File: src/rtl/pmpc_pkg.sv
package pmpc_pkg;

    // Field widths
    localparam int COUNT_W    = 16;
    localparam int US_W       = 24;
    localparam int SP_W       = 24;
    localparam int GAIN_W     = 16;
    localparam int ERR_W      = 32;
    localparam int INTEG_W    = 48;
    localparam int INTEG_LO_W = 24;
    localparam int DRIVE_W    = 16;
    localparam int SPEED_W    = 16;

    // Stream and configuration port widths
    localparam int IN_DATA_W  = 40;
    localparam int OUT_DATA_W = 64;
    localparam int CFG_IDX_W  = 3;
    localparam int CFG_DATA_W = 24;

    // Shared multiplier: signed 33 x signed 25
    localparam int MUL_A_W = 33;
    localparam int MUL_B_W = 25;
    localparam int PROD_W  = MUL_A_W + MUL_B_W;
    localparam int ACC_W   = 64;

    // Shared divider: 58-bit magnitude over a 24-bit divisor, two bits a cycle
    localparam int DIVD_W         = 58;
    localparam int DIVS_W         = 24;
    localparam int DIV_RADIX_BITS = 2;
    localparam int DIV_STEPS      = DIVD_W / DIV_RADIX_BITS;
    localparam int DIV_CNT_W      = $clog2(DIV_STEPS);

    // Register indexes
    localparam logic [CFG_IDX_W-1:0] REG_SET_POINT  = 3'd0;
    localparam logic [CFG_IDX_W-1:0] REG_GAIN_P     = 3'd1;
    localparam logic [CFG_IDX_W-1:0] REG_GAIN_I     = 3'd2;
    localparam logic [CFG_IDX_W-1:0] REG_GAIN_D     = 3'd3;
    localparam logic [CFG_IDX_W-1:0] REG_DEADBAND   = 3'd4;
    localparam logic [CFG_IDX_W-1:0] REG_DEG_PER_CNT = 3'd5;
    localparam logic [CFG_IDX_W-1:0] REG_DZ_OFFSET  = 3'd6;

    // Register reset values
    localparam logic signed [SP_W-1:0] SET_POINT_RST = 24'sd23040;
    localparam logic [GAIN_W-1:0] GAIN_P_RST      = 16'd3277;
    localparam logic [GAIN_W-1:0] GAIN_I_RST      = 16'd41;
    localparam logic [GAIN_W-1:0] GAIN_D_RST      = 16'd3686;
    localparam logic [GAIN_W-1:0] DEADBAND_RST    = 16'd1280;
    localparam logic [GAIN_W-1:0] DEG_PER_CNT_RST = 16'd1152;
    localparam logic [GAIN_W-1:0] DZ_OFFSET_RST   = 16'd54613;

    // Arithmetic constants
    localparam logic signed [MUL_B_W-1:0] US_PER_SEC  = 25'sd1000000;
    localparam logic signed [MUL_B_W-1:0] DRIVE_FULL  = 25'sd25600;
    localparam logic [DIVS_W-1:0]         INTEG_DIVISOR = 24'd15625;
    localparam logic [DIVS_W-1:0]         SPEED_DIVISOR = 24'd51200;
    localparam logic signed [ACC_W-1:0]   SUM_LIMIT   = 64'sd104857600;
    localparam logic [GAIN_W:0]           OFFSET_ONE  = 17'd65536;

    typedef struct packed {
        logic signed [SP_W-1:0] set_point;
        logic [GAIN_W-1:0]      gain_p;
        logic [GAIN_W-1:0]      gain_i;
        logic [GAIN_W-1:0]      gain_d;
        logic [GAIN_W-1:0]      deadband;
        logic [GAIN_W-1:0]      deg_per_count;
        logic [GAIN_W-1:0]      dz_offset;
    } cfg_t;

    typedef enum logic [3:0] {
        MUL_NONE,
        MUL_ANGLE,
        MUL_ERR_US,
        MUL_DIFF,
        MUL_KP,
        MUL_KI_HI,
        MUL_KI_LO,
        MUL_KD,
        MUL_DRV,
        MUL_OFF
    } mul_sel_t;

    typedef enum logic [1:0] {
        DIV_INTEG,
        DIV_DERIV,
        DIV_SPEED
    } div_sel_t;

    typedef enum logic [3:0] {
        DP_NONE,
        DP_LOAD,
        DP_ERR,
        DP_CHECK,
        DP_INTEG,
        DP_DERIV,
        DP_DZERO,
        DP_PREV,
        DP_ACC_LOAD,
        DP_TMP_HI,
        DP_TMP_ADD,
        DP_SUM1,
        DP_SUM2,
        DP_CLAMP,
        DP_SPD_ADD,
        DP_SPEED
    } dp_op_t;

    typedef struct packed {
        dp_op_t   op;
        mul_sel_t mul;
        logic     div_start;
        div_sel_t div_sel;
    } dp_cmd_t;

    typedef struct packed {
        logic in_band;
        logic us_zero;
        logic drive_zero;
        logic div_done;
    } dp_stat_t;

    typedef struct packed {
        logic                      updated;
        logic signed [ERR_W-1:0]   angle_error;
        logic signed [DRIVE_W-1:0] drive;
        logic signed [SPEED_W-1:0] speed;
    } result_t;

    typedef enum logic [4:0] {
        ST_IDLE,
        ST_ANGLE,
        ST_ERR,
        ST_CHECK,
        ST_IDIV,
        ST_IDIV_WAIT,
        ST_DDIV,
        ST_DDIV_WAIT,
        ST_KP,
        ST_KI_HI,
        ST_KI_LO,
        ST_KD,
        ST_SUM1,
        ST_SUM2,
        ST_CLAMP,
        ST_SPD1,
        ST_SPD2,
        ST_SPD3,
        ST_SDIV,
        ST_SDIV_WAIT,
        ST_DONE
    } ctrl_state_t;

endpackage

File: src/rtl/pmpc_ctrl.sv
module pmpc_ctrl (
    input  logic                clk,
    input  logic                rst_n,
    input  logic                in_valid,
    input  logic                out_free,
    input  pmpc_pkg::dp_stat_t  stat,
    output logic                in_ready,
    output logic                res_load,
    output pmpc_pkg::dp_cmd_t   cmd
);
    import pmpc_pkg::*;

    ctrl_state_t state_reg, state_next;

    always_comb
    begin
        state_next = state_reg;
        case (state_reg)
            ST_IDLE:      if (in_valid) state_next = ST_ANGLE;
            ST_ANGLE:     state_next = ST_ERR;
            ST_ERR:       state_next = ST_CHECK;
            ST_CHECK:     state_next = stat.in_band ? ST_DONE : ST_IDIV;
            ST_IDIV:      state_next = ST_IDIV_WAIT;
            ST_IDIV_WAIT: if (stat.div_done) state_next = ST_DDIV;
            ST_DDIV:      state_next = stat.us_zero ? ST_KP : ST_DDIV_WAIT;
            ST_DDIV_WAIT: if (stat.div_done) state_next = ST_KP;
            ST_KP:        state_next = ST_KI_HI;
            ST_KI_HI:     state_next = ST_KI_LO;
            ST_KI_LO:     state_next = ST_KD;
            ST_KD:        state_next = ST_SUM1;
            ST_SUM1:      state_next = ST_SUM2;
            ST_SUM2:      state_next = ST_CLAMP;
            ST_CLAMP:     state_next = ST_SPD1;
            ST_SPD1:      state_next = stat.drive_zero ? ST_DONE : ST_SPD2;
            ST_SPD2:      state_next = ST_SPD3;
            ST_SPD3:      state_next = ST_SDIV;
            ST_SDIV:      state_next = ST_SDIV_WAIT;
            ST_SDIV_WAIT: if (stat.div_done) state_next = ST_DONE;
            ST_DONE:      if (out_free) state_next = ST_IDLE;
            default:      state_next = ST_IDLE;
        endcase
    end

    always_comb
    begin
        in_ready      = 1'b0;
        res_load      = 1'b0;
        cmd.op        = DP_NONE;
        cmd.mul       = MUL_NONE;
        cmd.div_start = 1'b0;
        cmd.div_sel   = DIV_INTEG;
        case (state_reg)
            ST_IDLE:
            begin
                in_ready = 1'b1;
                if (in_valid) cmd.op = DP_LOAD;
            end
            ST_ANGLE:     cmd.mul = MUL_ANGLE;
            ST_ERR:       cmd.op  = DP_ERR;
            ST_CHECK:
            begin
                cmd.op  = DP_CHECK;
                cmd.mul = MUL_ERR_US;
            end
            ST_IDIV:
            begin
                cmd.div_start = 1'b1;
                cmd.div_sel   = DIV_INTEG;
                cmd.mul       = MUL_DIFF;
            end
            ST_IDIV_WAIT:
            begin
                if (stat.div_done) cmd.op = DP_INTEG;
            end
            ST_DDIV:
            begin
                cmd.div_sel = DIV_DERIV;
                if (stat.us_zero)
                begin
                    cmd.op = DP_DZERO;
                end
                else
                begin
                    cmd.div_start = 1'b1;
                end
            end
            ST_DDIV_WAIT:
            begin
                cmd.div_sel = DIV_DERIV;
                if (stat.div_done) cmd.op = DP_DERIV;
            end
            ST_KP:
            begin
                cmd.op  = DP_PREV;
                cmd.mul = MUL_KP;
            end
            ST_KI_HI:
            begin
                cmd.op  = DP_ACC_LOAD;
                cmd.mul = MUL_KI_HI;
            end
            ST_KI_LO:
            begin
                cmd.op  = DP_TMP_HI;
                cmd.mul = MUL_KI_LO;
            end
            ST_KD:
            begin
                cmd.op  = DP_TMP_ADD;
                cmd.mul = MUL_KD;
            end
            ST_SUM1:      cmd.op = DP_SUM1;
            ST_SUM2:      cmd.op = DP_SUM2;
            ST_CLAMP:     cmd.op = DP_CLAMP;
            ST_SPD1:
            begin
                if (!stat.drive_zero) cmd.mul = MUL_DRV;
            end
            ST_SPD2:
            begin
                cmd.op  = DP_ACC_LOAD;
                cmd.mul = MUL_OFF;
            end
            ST_SPD3:      cmd.op = DP_SPD_ADD;
            ST_SDIV:
            begin
                cmd.div_start = 1'b1;
                cmd.div_sel   = DIV_SPEED;
            end
            ST_SDIV_WAIT:
            begin
                cmd.div_sel = DIV_SPEED;
                if (stat.div_done) cmd.op = DP_SPEED;
            end
            ST_DONE:      res_load = out_free;
            default:
            begin
                in_ready = 1'b0;
            end
        endcase
    end

    always_ff @(posedge clk or negedge rst_n)
    begin
        if (!rst_n)
        begin
            state_reg <= ST_IDLE;
        end
        else
        begin
            state_reg <= state_next;
        end
    end

endmodule

File: config.mk
export PLATFORM = sky130hd
export DESIGN_NAME = pmpc_ctrl
export DESIGN_NICKNAME = d
export VERILOG_FILES = /design/src/rtl/pmpc_pkg.sv /design/src/rtl/pmpc_ctrl.sv
export SDC_FILE = /design/constraint.sdc
export NUM_CORES = 1
export LEC_CHECK = 0
export ABC_AREA = 1
export BUFFER_PORTS_ARGS = -buffer_cell sky130_fd_sc_hd__buf_4
export CAP_MARGIN = 40
export CORE_MARGIN = 1
export CORE_UTILIZATION = 54
export DETAILED_ROUTE_END_ITERATION = 6
export HOLD_SLACK_MARGIN = 0.15
export PLACE_DENSITY = 0.83
export SLEW_MARGIN = 20
export SYNTH_ARGS = -nofsm -noshare
export SYNTH_HDL_FRONTEND = slang
export SYNTH_SLANG_ARGS = --single-unit
File: constraint.sdc
create_clock -name clk -period 4.75 [get_ports clk]
set_clock_uncertainty 0.2 [all_clocks]
set_input_delay 0.7125 -clock clk [delete_from_list [all_inputs] [get_ports clk]]
set_output_delay 0.7125 -clock clk [all_outputs]
set_load 0.05 [all_outputs]
==> flow_metrics.py <==
metrics = {
    "yosys": {
        "synth_area_leader_cell": "sky130_fd_sc_hd__dfrtp_1",
        "synth_async_sr_flop_share": 1.00,
        "yosys_register_bits": 5,
        "synthesized_netlist_net_count": 130,
        "synthTopCellsByCount": "sky130_fd_sc_hd__nand2_1, sky130_fd_sc_hd__nand3_1, sky130_fd_sc_hd__nor2_1",
        "synth_mux_area_frac": 0,
        "most_frequently_used_cell_type_in_the_post_synthesis_netlist": "sky130_fd_sc_hd__nand2_1",
        "synth_simple_gate_area_share": 0.618,
        "fraction_of_synthesized_cell_area_taken_by_the_top_area_cell_type": 0.172,
        "syn-cell-area_um2": 727,
        "postSynthAreaPerCell_um2": 5.96,
        "adder_and_majority_gate_portion_of_the_synthesized_area": 0,
        "synth_enable_flop_cells": 0,
        "netlist_top_cells_area": "sky130_fd_sc_hd__dfrtp_1, sky130_fd_sc_hd__nand2_1, sky130_fd_sc_hd__nand3_1",
        "synth_top_family_by_area": "simple AND/OR/NAND/NOR gates",
        "ys.warnings.count": 0,
        "number_of_instances_in_the_synthesized_netlist": 122,
        "synth.yosys.seq_area_share": 0.172,
        "netlist-cell-type-count": 24,
        "synthFlopType": "sky130_fd_sc_hd__dfrtp_1",
        "synth_compound_gate_area_share": 0.115,
        "post_synth_xor_area_fraction": 0,
    },
    "detailed_routing": {
        "length_of_the_first_detailed_routing_pass_in_iterations": 4,
        "wirelength_um": 2090,
        "vias": 934,
        "route.detailed.vias_per_inst": 5.84,
        "number_of_drc_violations_after_detailed_routing_iteration_0": 60,
        "route.detailed.wl_per_inst_um": 13.1,
        "postRouteAntennaNets": 0,
        "drcViolationCount": 0,
    },
    "sta": {
        "max_slew.worst_pin.slew_ps": 485,
        "crit_share_post_route": 0.601,
        "clock.fmax_ghz": 0.350,
        "hold_ws_ps": 409,
        "hold_violations": 0,
        "fin_ws_ps": 1890,
        "slew_violations": 0,
        "slew-limit-headroom": 0.677,
        "finalSetupViolations": 0,
        "setup_repair_after_global_routing_missed_its_margin": "no",
        "totalNegativeSetupSlack_ps": 0,
        "post-route-min-period_ps": 2860,
    },
    "finish": {
        "largest_register_ff_count": 5,
        "multiInputGateArea_um2": 533,
        "num_antenna_cells": 0,
        "num-fill-cells": 89,
        "drive_above_1_share": 0.370,
        "final_cell_count_no_fill": 160,
        "final-seq-area_um2": 125,
        "layout-area-overhead-vs-synth_pct": 27.4,
        "layout.nets": 155,
        "utilization": 0.791,
    },
    "place": {
        "pre_cts_slack_ps": 2220,
        "place.detailed.instances": 155,
        "placement.io_buffers": 20,
        "gp_congestion": 1.04,
        "dp.final_hpwl_um": 1620,
    },
    "floorplanning": {
        "die_width_um": 38.7,
        "row_count": 12,
        "floorplan.initialDensity": 0.621,
        "area_enclosed_by_the_die_boundary_um2": 1500,
        "core_area_um2": 1170,
        "fp.dieH_um": 38.7,
        "number_of_ports_placed_on_the_die_boundary": 21,
    },
    "cts": {
        "cts_buffers": 3,
        "cts.clk_slew.worst_paths_ps": 40,
        "root_buffer": "sky130_fd_sc_hd__clkbuf_4",
        "clock_latency_ps": 250,
        "htree_levels": 1,
        "clock_net_sink_count": 5,
        "cts_setup_buffers": 0,
        "cts_tree": "yes",
        "max-clock-path-buffers": 2,
    },
    "hold_path": {
        "hold_path.class": "flop to flop",
        "min_path_cells": 2,
    },
    "power_and_ir_drop": {
        "irDropWorstVdd_uv": 427,
        "power_per_cell_area_nw_per_um2": 762,
        "power.leakage_uw": 0.000516,
    },
    "global_routing": {
        "via_count_of_the_first_global_routing_pass": 848,
        "grt_total_ovfl": 0,
        "track_usage": 0.340,
        "grt_first_pass_wirelength_um": 3480,
        "grt_start_max_net_pins": 12,
        "antenna_found_initial": 0,
    },
    "critical_path": {
        "timing.critical_path.required_ps": 3840,
        "cp.arrival_ps": 1940,
        "critical_path.startpoint_type": "flop",
        "ws_path_type": "flop to output port",
        "cp_max_fo": 11,
        "ff2ff_path_depth": 8,
        "timing.critical_path.to_type": "output port",
    },
    "outcome": {
        "status": "complete, no violations",
    },
    "run": {
        "timing.max_cap.violations": 0,
    },
}
## critical path, cell delays in order (launching register included)
cell and delay (ps):
sky130_fd_sc_hd__dfrtp_1 640, sky130_fd_sc_hd__clkinv_1 380, sky130_fd_sc_hd__nand3_1 210, sky130_fd_sc_hd__o21a_1 160, sky130_fd_sc_hd__o2111ai_1 100, sky130_fd_sc_hd__buf_4 220
## timing repair
item / CTS / global route
resized for setup: 0 / 0
hold buffers: 1 / 0
endpoints found under the hold margin: 5 / 0
## cell usage in the layout (no fill, tap or decap), types with 2 or more instances in the layout
cell                       netlist  routed
sky130_fd_sc_hd__buf_4           0      20
sky130_fd_sc_hd__nand2_1        31      31
sky130_fd_sc_hd__o21ai_2         2       2
sky130_fd_sc_hd__clkbuf_4        0       3
sky130_fd_sc_hd__inv_1          11      11
sky130_fd_sc_hd__nor2_2          6       6
sky130_fd_sc_hd__nand3_2         4       4
sky130_fd_sc_hd__nand3_1        14      14
sky130_fd_sc_hd__dfrtp_1         5       5
sky130_fd_sc_hd__inv_2           5       5
sky130_fd_sc_hd__o21ai_0         3       3
sky130_fd_sc_hd__nor2_4          3       3
sky130_fd_sc_hd__nand4_1         4       4
sky130_fd_sc_hd__nor2_1         14      14
sky130_fd_sc_hd__nand2_2         9       9
## power breakdown
group	leakage [µW]	total, µW	internal [µW]	switching, µW
combinational	0.000437	560	160	400
clock	0.0000150	49.9	31.8	18.1
sequential	0.0000643	95.6	59.7	35.8
total	0.000516	705	251	454
## cell type report
type                       count  share of cell area
timing repair buffer          21               0.173
clock buffer                   4              0.0284
inverter                      17              0.0689
multi-input combinational     99               0.576
sequential                     5               0.135
tap                           14              0.0189
## through the flow
stage	total power, µW	instance area, µm²
4_1_cts	702	926
3_3_place_gp	642	890
3_5_place_dp	647	890
6_report	705	926
2_1_floorplan	511	727
5_1_grt	755	926
## metal layers
| metal | routed length (µm) | vias to the layer above | track usage |
|---|---|---|---|
| met5 | 0 | - | 0 |
| met2 | 963 | 68 | 0.575 |
| met4 | 44 | 0 | 0.103 |
| li1 | - | 448 | - |
| met1 | 812 | 410 | 0.415 |
| met3 | 269 | 8 | 0.0867 |
## kinds of logic after synthesis
logic type      count (synthesis)
compound gates                 12
simple gates                   87
flops                           5
buf+inv                        18
## final timing paths
| path | from | endpoint | slack (ps) |
|---|---|---|---|
| setup / recovery | state_reg[4] | cmd[3] | 1890 |
| hold / removal | state_reg[1] | state_reg[1] | 410 |
| setup reg to reg | state_reg[4] | state_reg[1] | 2770 |
| hold reg to reg | state_reg[1] | state_reg[1] | 410 |
| max in group asynchronous | rst_n | state_reg[1] | 3610 |
| min in group asynchronous | rst_n | state_reg[3] | 630 |
No activity file was read; power rests on OpenSTA's default activity.
